[config.mk]
export PLATFORM = sky130hd
export DESIGN_NAME = frame_rms_dbfs_meter
export DESIGN_NICKNAME = d
export VERILOG_FILES = /design/src/rtl/core/frm_pkg.sv /design/src/rtl/core/frame_rms_dbfs_meter.sv /design/src/rtl/core/frm_fifo.sv /design/src/rtl/core/frm_accum.sv /design/src/rtl/core/frm_level.sv
export SDC_FILE = /design/constraint.sdc
export NUM_CORES = 2
export LEC_CHECK = 0
export ABC_AREA = 1
export ABC_CLOCK_PERIOD_IN_PS = 7350
export BUFFER_PORTS_ARGS = -buffer_cell sky130_fd_sc_hd__buf_2
export CAP_MARGIN = 20
export CELL_PAD_IN_SITES_DETAIL_PLACEMENT = 0
export CELL_PAD_IN_SITES_GLOBAL_PLACEMENT = 2
export CORE_ASPECT_RATIO = 0.7
export CORE_MARGIN = 5
export CORE_UTILIZATION = 38
export CTS_CLUSTER_SIZE = 8
export DETAILED_ROUTE_END_ITERATION = 12
export GPL_TIMING_DRIVEN = 0
export PLACE_DENSITY_LB_ADDON = 0.1
export SYNTH_ARGS = -nofsm -noshare
export SYNTH_HDL_FRONTEND = slang
export SYNTH_HIERARCHICAL = 1
export SYNTH_SLANG_ARGS = --single-unit
export TNS_END_PERCENT = 5
[constraint.sdc]
create_clock -name clk -period 7.35 [get_ports clk]
set_input_delay 0 -clock clk [delete_from_list [all_inputs] [get_ports clk]]
set_output_delay 0 -clock clk [all_outputs]
set_load 0.1 [all_outputs]
[src/rtl/core/frm_pkg.sv]
// shared types and constants for the frame rms level meter
// no dependencies

package frm_pkg;

  localparam int MAX_FRAMES_DEF = 256;
  localparam int QDEPTH = 2;

  localparam logic [20:0] KDB = 21'd1972830;
  // 904 * 2^32 + 2^31 - 200*log10(32767) in q.32
  localparam logic [32:0] KOFS = 33'd6067344725;
  localparam logic [11:0] BIAS_TENTHS = 12'd904;

  localparam logic signed [11:0] LOUD_TH = -12'sd150;
  localparam logic signed [11:0] MODERATE_TH = -12'sd300;
  localparam logic signed [11:0] QUIET_TH = -12'sd500;

  localparam logic [1:0] CLS_SILENT = 2'd0;
  localparam logic [1:0] CLS_QUIET = 2'd1;
  localparam logic [1:0] CLS_MODERATE = 2'd2;
  localparam logic [1:0] CLS_LOUD = 2'd3;

  typedef enum logic [2:0] {
    ST_IDLE,
    ST_DIV,
    ST_CLAMP,
    ST_NORM,
    ST_LOG,
    ST_MUL,
    ST_FIN
  } frm_state_t;

endpackage

[src/rtl/core/frame_rms_dbfs_meter.sv]
// frame rms meter top: accumulator, frame queue and level unit
// depends on frm_pkg, frm_accum, frm_fifo, frm_level
// samples are taken one per cycle while the queue is not full; the closing sample is queued in the same cycle
// each frame then passes the level unit's divide, clamp, normalize, log, multiply and finish states,
// the bit-serial divider working over a dividend of D = 47 + log2(MAX_FRAMES) bits
// the queue holds two closed frames; full rises while both slots are taken
// synchronous reset clears the open frame, the queue and any waiting result

module frame_rms_dbfs_meter import frm_pkg::*; #(
  parameter int MAX_FRAMES = MAX_FRAMES_DEF
) (
  input  logic               clk,
  input  logic               rst,
  input  logic               push,
  output logic               full,
  input  logic signed [15:0] sample,
  input  logic               last_sample,
  output logic               empty,
  input  logic               pop,
  output logic signed [10:0] level_tenths_db,
  output logic [1:0]         loudness_class,
  output logic [8:0]         sample_count
);

  localparam int CW = ($clog2(MAX_FRAMES + 1) > 9) ? $clog2(MAX_FRAMES + 1) : 9;
  localparam int SW = 31 + $clog2(MAX_FRAMES);
  localparam int QW = SW + CW;

  logic q_wr;
  logic q_full;
  logic q_rd;
  logic q_empty;
  logic [QW-1:0] q_wdata;
  logic [QW-1:0] q_rdata;

  frm_accum #(.MAX_FRAMES(MAX_FRAMES)) u_accum (
    .clk         (clk),
    .rst         (rst),
    .push        (push),
    .full        (full),
    .sample      (sample),
    .last_sample (last_sample),
    .q_wr        (q_wr),
    .q_wdata     (q_wdata),
    .q_full      (q_full)
  );

  frm_fifo #(.W(QW)) u_fifo (
    .clk   (clk),
    .rst   (rst),
    .wr    (q_wr),
    .wdata (q_wdata),
    .full  (q_full),
    .rd    (q_rd),
    .rdata (q_rdata),
    .empty (q_empty)
  );

  frm_level #(.MAX_FRAMES(MAX_FRAMES)) u_level (
    .clk             (clk),
    .rst             (rst),
    .q_empty         (q_empty),
    .q_rd            (q_rd),
    .q_rdata         (q_rdata),
    .empty           (empty),
    .pop             (pop),
    .level_tenths_db (level_tenths_db),
    .loudness_class  (loudness_class),
    .sample_count    (sample_count)
  );

endmodule

[src/rtl/core/frm_fifo.sv]
// two-entry queue of closed frames between accumulator and level unit
// depends on frm_pkg

module frm_fifo import frm_pkg::*; #(
  parameter int W = 48
) (
  input  logic         clk,
  input  logic         rst,
  input  logic         wr,
  input  logic [W-1:0] wdata,
  output logic         full,
  input  logic         rd,
  output logic [W-1:0] rdata,
  output logic         empty
);

  localparam int PW = (QDEPTH > 1) ? $clog2(QDEPTH) : 1;
  localparam int CNTW = $clog2(QDEPTH + 1);

  logic [W-1:0] mem [QDEPTH];
  logic [PW-1:0] wptr;
  logic [PW-1:0] rptr;
  logic [CNTW-1:0] count;
  logic do_wr;
  logic do_rd;

  assign full = (count == CNTW'(QDEPTH));
  assign empty = (count == '0);
  assign do_wr = wr && !full;
  assign do_rd = rd && !empty;
  assign rdata = mem[rptr];

  always_ff @(posedge clk) begin
    if (do_wr) begin
      mem[wptr] <= wdata;
    end
  end

  always_ff @(posedge clk) begin
    if (rst) begin
      wptr <= '0;
      rptr <= '0;
      count <= '0;
    end else begin
      if (do_wr) begin
        wptr <= (wptr == PW'(QDEPTH - 1)) ? '0 : wptr + 1'b1;
      end
      if (do_rd) begin
        rptr <= (rptr == PW'(QDEPTH - 1)) ? '0 : rptr + 1'b1;
      end
      if (do_wr && !do_rd) begin
        count <= count + 1'b1;
      end else if (do_rd && !do_wr) begin
        count <= count - 1'b1;
      end
    end
  end

endmodule

[src/rtl/core/frm_accum.sv]
// front end: squares samples, keeps the running frame sum and count
// depends on frm_pkg

module frm_accum import frm_pkg::*; #(
  parameter int MAX_FRAMES = MAX_FRAMES_DEF
) (
  input  logic                 clk,
  input  logic                 rst,
  input  logic                 push,
  output logic                 full,
  input  logic signed [15:0]   sample,
  input  logic                 last_sample,
  output logic                 q_wr,
  output logic [31 + $clog2(MAX_FRAMES) +
                (($clog2(MAX_FRAMES + 1) > 9) ? $clog2(MAX_FRAMES + 1) : 9) - 1:0] q_wdata,
  input  logic                 q_full
);

  localparam int CW = ($clog2(MAX_FRAMES + 1) > 9) ? $clog2(MAX_FRAMES + 1) : 9;
  localparam int SW = 31 + $clog2(MAX_FRAMES);

  logic [SW-1:0] square_sum;
  logic [CW-1:0] samples_seen;
  logic signed [31:0] prod;
  logic [SW-1:0] sum_next;
  logic [CW-1:0] cnt_next;
  logic accept;
  logic close;

  assign full = q_full;
  assign accept = push && !q_full;
  assign prod = 32'(sample) * 32'(sample);
  assign sum_next = square_sum + SW'(prod[30:0]);
  assign cnt_next = samples_seen + 1'b1;
  assign close = last_sample || (cnt_next == CW'(MAX_FRAMES));
  assign q_wr = accept && close;
  assign q_wdata = {sum_next, cnt_next};

  always_ff @(posedge clk) begin
    if (rst) begin
      square_sum <= '0;
      samples_seen <= '0;
    end else if (accept) begin
      if (close) begin
        square_sum <= '0;
        samples_seen <= '0;
      end else begin
        square_sum <= sum_next;
        samples_seen <= cnt_next;
      end
    end
  end

endmodule

[src/rtl/core/frm_level.sv]
// back end: mean square divide, log2, scale to tenths of a db, result register
// depends on frm_pkg

module frm_level import frm_pkg::*; #(
  parameter int MAX_FRAMES = MAX_FRAMES_DEF
) (
  input  logic               clk,
  input  logic               rst,
  input  logic               q_empty,
  output logic               q_rd,
  input  logic [31 + $clog2(MAX_FRAMES) +
                (($clog2(MAX_FRAMES + 1) > 9) ? $clog2(MAX_FRAMES + 1) : 9) - 1:0] q_rdata,
  output logic               empty,
  input  logic               pop,
  output logic signed [10:0] level_tenths_db,
  output logic [1:0]         loudness_class,
  output logic [8:0]         sample_count
);

  localparam int CW = ($clog2(MAX_FRAMES + 1) > 9) ? $clog2(MAX_FRAMES + 1) : 9;
  localparam int SW = 31 + $clog2(MAX_FRAMES);
  localparam int DW = SW + 16;
  localparam int DCW = $clog2(DW + 1);
  localparam int SHW = $clog2(DW);
  localparam int LW = SHW + 16;
  localparam int PW = LW + 21;
  localparam int UW = PW + 1;
  localparam logic [SHW-1:0] INT_TOP = SHW'(DW - 17);

  frm_state_t state;
  frm_state_t state_next;

  logic [DW-1:0] dvd;
  logic [CW-1:0] rem;
  logic [CW-1:0] n;
  logic [DCW-1:0] dcnt;
  logic [SHW-1:0] sh;
  logic [30:0] y;
  logic [15:0] frac;
  logic [3:0] iter;
  logic [PW-1:0] p;
  logic ovalid;

  logic [CW:0] trial;
  logic ge;
  logic [61:0] sq;
  logic [31:0] t;
  logic [LW-1:0] lval;
  logic [UW-1:0] u;
  logic signed [11:0] lvl;
  logic [1:0] cls;
  logic out_free;
  logic load_out;

  assign out_free = !ovalid || pop;
  assign empty = !ovalid;

  always_comb begin
    state_next = state;
    case (state)
      ST_IDLE:  if (!q_empty) state_next = ST_DIV;
      ST_DIV:   if (dcnt == DCW'(1)) state_next = ST_CLAMP;
      ST_CLAMP: state_next = ST_NORM;
      ST_NORM:  if (dvd[DW-1]) state_next = ST_LOG;
      ST_LOG:   if (iter == 4'd15) state_next = ST_MUL;
      ST_MUL:   state_next = ST_FIN;
      ST_FIN:   if (out_free) state_next = ST_IDLE;
      default:  state_next = ST_IDLE;
    endcase
  end

  always_comb begin
    q_rd = 1'b0;
    load_out = 1'b0;
    case (state)
      ST_IDLE: q_rd = !q_empty;
      ST_FIN:  load_out = out_free;
      default: begin
        q_rd = 1'b0;
        load_out = 1'b0;
      end
    endcase
  end

  assign trial = {rem, dvd[DW-1]};
  assign ge = (trial >= {1'b0, n});
  assign sq = 62'(y) * 62'(y);
  assign t = sq[61:30];
  assign lval = {INT_TOP - sh, frac};
  assign u = {1'b0, p} + UW'(KOFS);
  assign lvl = 12'(u[UW-1:32]) - BIAS_TENTHS;

  always_comb begin
    if (lvl > LOUD_TH) begin
      cls = CLS_LOUD;
    end else if (lvl > MODERATE_TH) begin
      cls = CLS_MODERATE;
    end else if (lvl > QUIET_TH) begin
      cls = CLS_QUIET;
    end else begin
      cls = CLS_SILENT;
    end
  end

  always_ff @(posedge clk) begin
    if (rst) begin
      state <= ST_IDLE;
    end else begin
      state <= state_next;
    end
  end

  always_ff @(posedge clk) begin
    case (state)
      ST_IDLE: begin
        if (!q_empty) begin
          dvd <= {q_rdata[CW +: SW], 16'd0};
          n <= q_rdata[CW-1:0];
          rem <= '0;
          dcnt <= DCW'(DW);
        end
      end
      ST_DIV: begin
        rem <= ge ? CW'(trial - {1'b0, n}) : trial[CW-1:0];
        dvd <= {dvd[DW-2:0], ge};
        dcnt <= dcnt - 1'b1;
      end
      ST_CLAMP: begin
        if (dvd[DW-1:16] == '0) begin
          dvd <= DW'(1) << 16;
        end
        sh <= '0;
      end
      ST_NORM: begin
        if (!dvd[DW-1]) begin
          dvd <= {dvd[DW-2:0], 1'b0};
          sh <= sh + 1'b1;
        end else begin
          y <= dvd[DW-1 -: 31];
          frac <= '0;
          iter <= '0;
        end
      end
      ST_LOG: begin
        y <= t[31] ? t[31:1] : t[30:0];
        frac <= {frac[14:0], t[31]};
        iter <= iter + 1'b1;
      end
      ST_MUL: begin
        p <= PW'(lval) * PW'(KDB);
      end
      default: begin
        p <= p;
      end
    endcase
  end

  always_ff @(posedge clk) begin
    if (load_out) begin
      level_tenths_db <= lvl[10:0];
      loudness_class <= cls;
      sample_count <= n[8:0];
    end
  end

  always_ff @(posedge clk) begin
    if (rst) begin
      ovalid <= 1'b0;
    end else if (load_out) begin
      ovalid <= 1'b1;
    end else if (pop) begin
      ovalid <= 1'b0;
    end
  end

  a_log_norm: assert property (@(posedge clk) disable iff (rst)
    state == ST_LOG |-> y[30])
    else $error("log mantissa not normalized");

  a_div_rem: assert property (@(posedge clk) disable iff (rst)
    state == ST_DIV |-> rem < n)
    else $error("divider remainder not below count");

  a_clamp: assert property (@(posedge clk) disable iff (rst)
    state == ST_NORM |-> dvd[DW-1:16] != '0)
    else $error("mean square below one after clamp");

  a_hold: assert property (@(posedge clk) disable iff (rst)
    ovalid && !pop |=> ovalid && $stable(level_tenths_db) && $stable(sample_count))
    else $error("waiting result changed");

endmodule
# Word level (Yosys, flattened, before mapping)
# Memories as Yosys holds them, arrays and structs flattened. A register that Yosys moved wholly into a read port is not among the register bits.
# Cells that the tools add are included.
[totals] register_bits=256 mem_bits_rw=96 inputBits=21 output_inout_bits=24 wordCells=130 n_memories=1
[op_classes] n_addsub=13 n_mul=3 n_lt_le_gt_ge=4 eq_ne=17 muxes=40 bitwise=1 reduce_logical=30
[mem_list] memory="u_fifo.mem" words=2 word_bits=48 rd=1 rd_ports_with_merged_regs=1 wr=1 line_no="frm_fifo.sv:20" text="logic [W-1:0] mem [QDEPTH];"
[op_table] operator="case mux 55 bit (4 select lines)" count=1
[op_table] operator="2-to-1 mux 55 bit" count=3
[op_table] operator="multiplier 31 x 31 -> 62 bit" count=1
[op_table] operator="2-to-1 mux 31 bit" count=2
[op_table] operator="case mux 31 bit (2 select lines)" count=1
[op_table] operator="adder 43 x 33 -> 44 bit, second input constant" count=1
[op_table] operator="multiplier 22 x 20 -> 42 bit, second input constant" count=1
[op_table] operator="adder 39 x 31 -> 39 bit" count=1
[op_table] operator="logical NOT 39 bit" count=1
[op_table] operator="2-to-1 mux 39 bit" count=1
[op_table] operator="case mux 16 bit (2 select lines)" count=1
[op_table] operator="multiplier 16 x 16 -> 31 bit" count=1
[op_table] operator="2-to-1 mux 9 bit" count=3
[op_table] operator="> comparator 12 x 10 -> 1 bit, second input constant" count=2
[op_table] operator="case mux 6 bit (2 select lines)" count=2
[op_table] operator="case mux 3 bit (7 select lines)" count=1
[op_table] operator="case mux 9 bit (2 select lines)" count=1
[op_table] operator="2-to-1 mux 16 bit" count=1
[op_table] operator="2-to-1 mux 3 bit" count=5
[op_table] operator="> comparator 12 x 9 -> 1 bit, second input constant" count=1
[op_table] operator="2-to-1 mux 1 bit" count=12
[op_table] operator="2-to-1 mux 6 bit" count=2
[op_table] operator="subtractor 12 x 10 -> 12 bit, second input constant" count=1
[op_table] operator=">= comparator 10 x 9 -> 1 bit" count=1
[op_table] operator="other kinds (34)" count=61

# Longest topological paths before layout
[logic_depth] word_depth=9 mapped_depth=38 mapped_depth_nobuf=37

# Cells and area by module
# The synthesis kept the hierarchy.
[by_module_without_submodules] mod="frm_level" instances=1 cells_each=5521 area_per_inst_um2=47376.7 seq_area_each_um2=6055.8
[by_module_without_submodules] mod="frm_accum" instances=1 cells_each=1976 area_per_inst_um2=13837.0 seq_area_each_um2=960.9
[by_module_without_submodules] mod="frm_fifo" instances=1 cells_each=186 area_per_inst_um2=3788.6 seq_area_each_um2=2982.9

# Worst setup path before layout
# Ideal clock, no wire load.
[synth_timing] kind="register -> register" start="register u_level.y[8]" end="register u_level.y[6], data pin" setup_time_ns=0.259 arrival_ns=6.966 required_time_ns=7.091 slack_ns=0.125 path_stages_with_launch=30 path_buffers=3 synth_period_minus_slack_ns=7.225 cell_sequence="edfxtp_1 -> clkbuf_1 -> buf_1 -> nand2_1 -> fa_1 -> fa_1 -> inv_1 -> fa_1 -> inv_1 -> fa_1 -> inv_1 -> fa_1 -> fa_1 -> fa_1 -> inv_1 -> fa_1 -> inv_1 -> ha_1 -> a21oi_1 -> o21ai_1 -> a21oi_1 -> nor2_1 -> nor2_1 -> nand3_2 -> a21oi_4 -> xor2_1 -> nor2_4 -> buf_6 -> nand2_1 -> nand3_1"
[synth_between] elab_chain_len=3
[synth_lines] item="start: declaration" line_no="frm_level.sv:38" text="logic [30:0] y;"
[synth_lines] item="start signal: assignment" line_no="frm_level.sv:139" text="y <= dvd[DW-1 -: 31];"
[synth_lines] item="start signal: assignment" line_no="frm_level.sv:145" text="y <= t[31] ? t[31:1] : t[30:0];"
[synth_lines] item="multiplier 31 x 31 -> 62 bit" line_no="frm_level.sv:87" text="assign sq = 62'(y) * 62'(y);"
[synth_lines] item="2-to-1 mux 31 bit" line_no="frm_level.sv:145"
[synth_lines] item="case mux 31 bit (2 select lines)" line_no="frm_level.sv:114" text="case (state)"
# Every way passes these cells.
# A chain may end at the register's enable or synchronous reset.

# Final worst setup path
[layout_timing] start="register u_level.y[9]" end="register u_level.y[14], data pin"
# Same word-level chain as after synthesis.

==> results.md <==
- Outcome: finished, violations left
- Failing checks: negative setup slack
- Initial antenna violation count: 3
- Most frequent cells in the layout: inv_1 (2,183), nand2_1 (1,536), fa_1 (1,098), ha_1 (593), nor2_1 (397)
- H-Tree Depth: 2
- Die Wd: 504.3 microns
- CTS tree: yes
- Share of the synthesized area in the top cell type: 0.3551
- Count of different cell masters after synthesis: 58
- Clock transition at path regs: 0.05 ns
- Yosys warns: 6
- Synth Register Bits: 352
- Max Cap Violations: 0
- Grt ovf: 0
- Inserted Clock Buffers: 51
- Final setup margin: -0.3622 ns
- Top FF cell, synth: edfxtp_1
- RSZ-0062 raised after global routing: true
- RD Place Congestion: 0.9113
- Std cell rows: 127
- ANT nets after route: 0
- Fin crit period: 7.712 ns
- Clock buffer depth: 3
- Vias: 49,124
- CP Capture Type: register
- Share of post-route cells with drive strength above 1: 0.09985
- Wire length per cell: 21.32 microns
- Period utilization: 1.049
- Finish-stage setup viols: 32
- Slowest stage cell, crit path: fa_1
- Fmax: 129.7 MHz
- Core area: 170,700 sq um
- CP arrival: 8.07 ns
- Avg Synthesized Cell Area: 8.461 sq um
- Sequential area share after synthesis: 0.1538
- IO buf count: 38
- Slew Limit Fails: 0
- Worst Skew: 0.04563 ns
- Starting Density: 0.3809
- Vias in the first global route: 51,275
- Crit start category: register
- Via density: 4.791
- Sink Count: 352
- Die area: 179,600 sq um
- Worst endpoint required time: 7.71 ns
- GR Util All Layers: 0.2461
- Netlist Area Pre-Place: 65,000 sq um
- Post-DP HPWL: 185,300 microns
- Skew-Pair Late Insertion Delay: 0.63 ns
- DIE HEIGHT: 356.0 microns
- EDFF count, synth: 295
- Remaining DRCs: 0
- Syn_nets: 9,485
- Setup CP Type: register to register
- Setup_tns: -9.048 ns
- First-pass GRT wire length: 330,800 microns
- DR pass1 iterations: 5
- Fill count: 17,383
- Synth top area cells: fa_1 (36%), edfxtp_1 (14%), inv_1 (13%)
- Worst path most repeated cell: fa_1
- Hold Crit Class: input pin to register
- Fin nets: 9,758
- Post-Syn Instances: 7,683
- Initial DRC count: 3,345
- Post-Route WL: 218,600 microns
- Relative slew slack: 0.3296
- Clk root buf: clkbuf_16
- CP max FO: 8
- Slowest stage delay, CP: 0.57 ns
- Ys async rst share: 0
- Largest net degree at the start of global routing: 32
- Commonest non-fill, non-tap cell in the layout: inv_1
- Slew @ Worst Pin: 1.006 ns
- IO Pins: 45
- Area delta synth->final: 13.71%
- Area leader, netlist: fa_1
- Fin. Hold Viols: 0
## kinds of logic (layout without fill, tap and decap cells)
group	after synthesis	in the layout	synth area share
other	0	4	0
multiplexers	48	48	0.009470
XOR/XNOR	187	187	0.02531
adder cells (fa/ha/maj)	1781	1781	0.4760
AO/OA/AOI/OAI	552	552	0.04797
flip-flops	352	352	0.1538
AND/OR/NAND/NOR	2362	2362	0.1473
buffers and inverters	2401	2710	0.1401
## layout make-up
type | count | area [sq um] | area share
clock inverter | 6 | 128.9 | 0.001744
inverter | 2227 | 8368 | 0.1132
clock buffer | 83 | 1416 | 0.01916
buffer | 173 | 1714 | 0.02319
multi-input combinational | 4930 | 47240 | 0.6392
sequential | 352 | 10000 | 0.1353
timing repair buffer | 221 | 2211 | 0.02991
antenna | 4 | 10.01 | 0.0001354
tap | 2257 | 2824 | 0.03821
## metal layers
metal / vias up / GRT usage / part of all wire
li1: 23376 / - / -
met1: 24364 / 0.3906 / 0.52
met2: 1229 / 0.3320 / 0.38
met3: 153 / 0.07290 / 0.086
met4: 2 / 0.03502 / 0.016
met5: - / 0 / 0.000059
## cell usage after synthesis (5+ instances only)
cell type,count
inv_1,2213
nand2_1,1588
fa_1,1153
ha_1,628
nor2_1,416
edfxtp_1,295
a21oi_1,268
nand3_1,184
clkbuf_1,144
o21ai_0,132
xor2_1,123
xnor2_1,63
dfxtp_1,57
nand4_1,45
nor3_1,37
mux2_2,28
a31oi_1,27
o31ai_1,22
o21bai_1,21
a21o_1,20
mux2_4,20
nor4_1,19
nand2_2,13
nor2_2,13
buf_1,11
o21ai_1,11
a21boi_0,10
buf_6,10
inv_2,10
nand3_2,10
and2_1,9
o211ai_1,9
or2_2,7
a211oi_1,6
a31o_2,6
nand3b_1,6
buf_2,5
o21a_1,5
## critical path: cells and delay by family, from the launching register on
| family | cells | cell delay (ns) |
|---|---|---|
| xor+xnor | 1 | 0.18 |
| fa+ha+maj | 9 | 4.46 |
| buf+inv | 10 | 0.95 |
| compound gates | 1 | 0.08 |
| flops | 1 | 0.51 |
| simple gates | 9 | 1.22 |
## metrics by stage
stage / cells / hold WS (ns) / instance area (sq um) / util / worst slack [ns]
global placement: 9978 / 0.2977 / 68020 / 0.3985 / -3.185
CTS: 10206 / 0.05726 / 72850 / 0.4269 / -0.3739
global route: 10250 / 0.1529 / 73910 / 0.4331 / -0.5398
finish: 10253 / 0.09897 / 73920 / 0.4331 / -0.3622
floorplan: 7683 / 0.06907 / 65000 / - / 0.1253
detailed placement: 10018 / 0.3366 / 68720 / 0.4026 / -2.876
## state kept, by name (all words and copies together), names as in the netlist, named ones only
| name | flops |
|---|---|
| u_fifo/rptr | 1 |
| u_fifo/wptr | 1 |
| u_level/iter | 4 |
| u_level/ovalid | 1 |
| u_level/level_tenths_db | 11 |
| u_level/frac | 16 |
| u_level/dcnt | 6 |
| u_level/p | 41 |
| u_level/state | 3 |
| u_fifo/mem | 96 |
| u_level/y | 31 |
| u_level/dvd | 55 |
| u_accum/square_sum | 39 |
| u_accum/samples_seen | 9 |
| u_fifo/count | 2 |
| u_level/sample_count | 9 |
| u_level/loudness_class | 2 |
| u_level/rem | 9 |
| u_level/sh | 6 |
| u_level/n | 9 |
## what timing repair did
action                                  4_1_cts  5_1_grt
pin swaps                                    76      114
setup buffers                                90       42
hold buffers                                  6        0
endpoints found under the setup margin      109      104
cloned                                        5        1
resized for setup                           467      235
hold endpoints to repair                     20        0
## worst paths after layout
check                                             end  cells after the start                   start  slack (ns)
setup / recovery              u_level/y[14]$_DFFE_PP_                     30  u_level/y[9]$_DFFE_PP_       -0.36
setup reg to reg              u_level/y[14]$_DFFE_PP_                     30  u_level/y[9]$_DFFE_PP_       -0.36
hold reg to reg     u_level/sample_count[7]$_DFFE_PP_                      0  u_level/n[7]$_DFFE_PP_        0.46
hold / removal    u_accum/square_sum[38]$_SDFFE_PP0P_                      8                    push         0.1
Power is not shown: default switching activity piles up to over one toggle a cycle in this logic, so the estimate is an artifact.
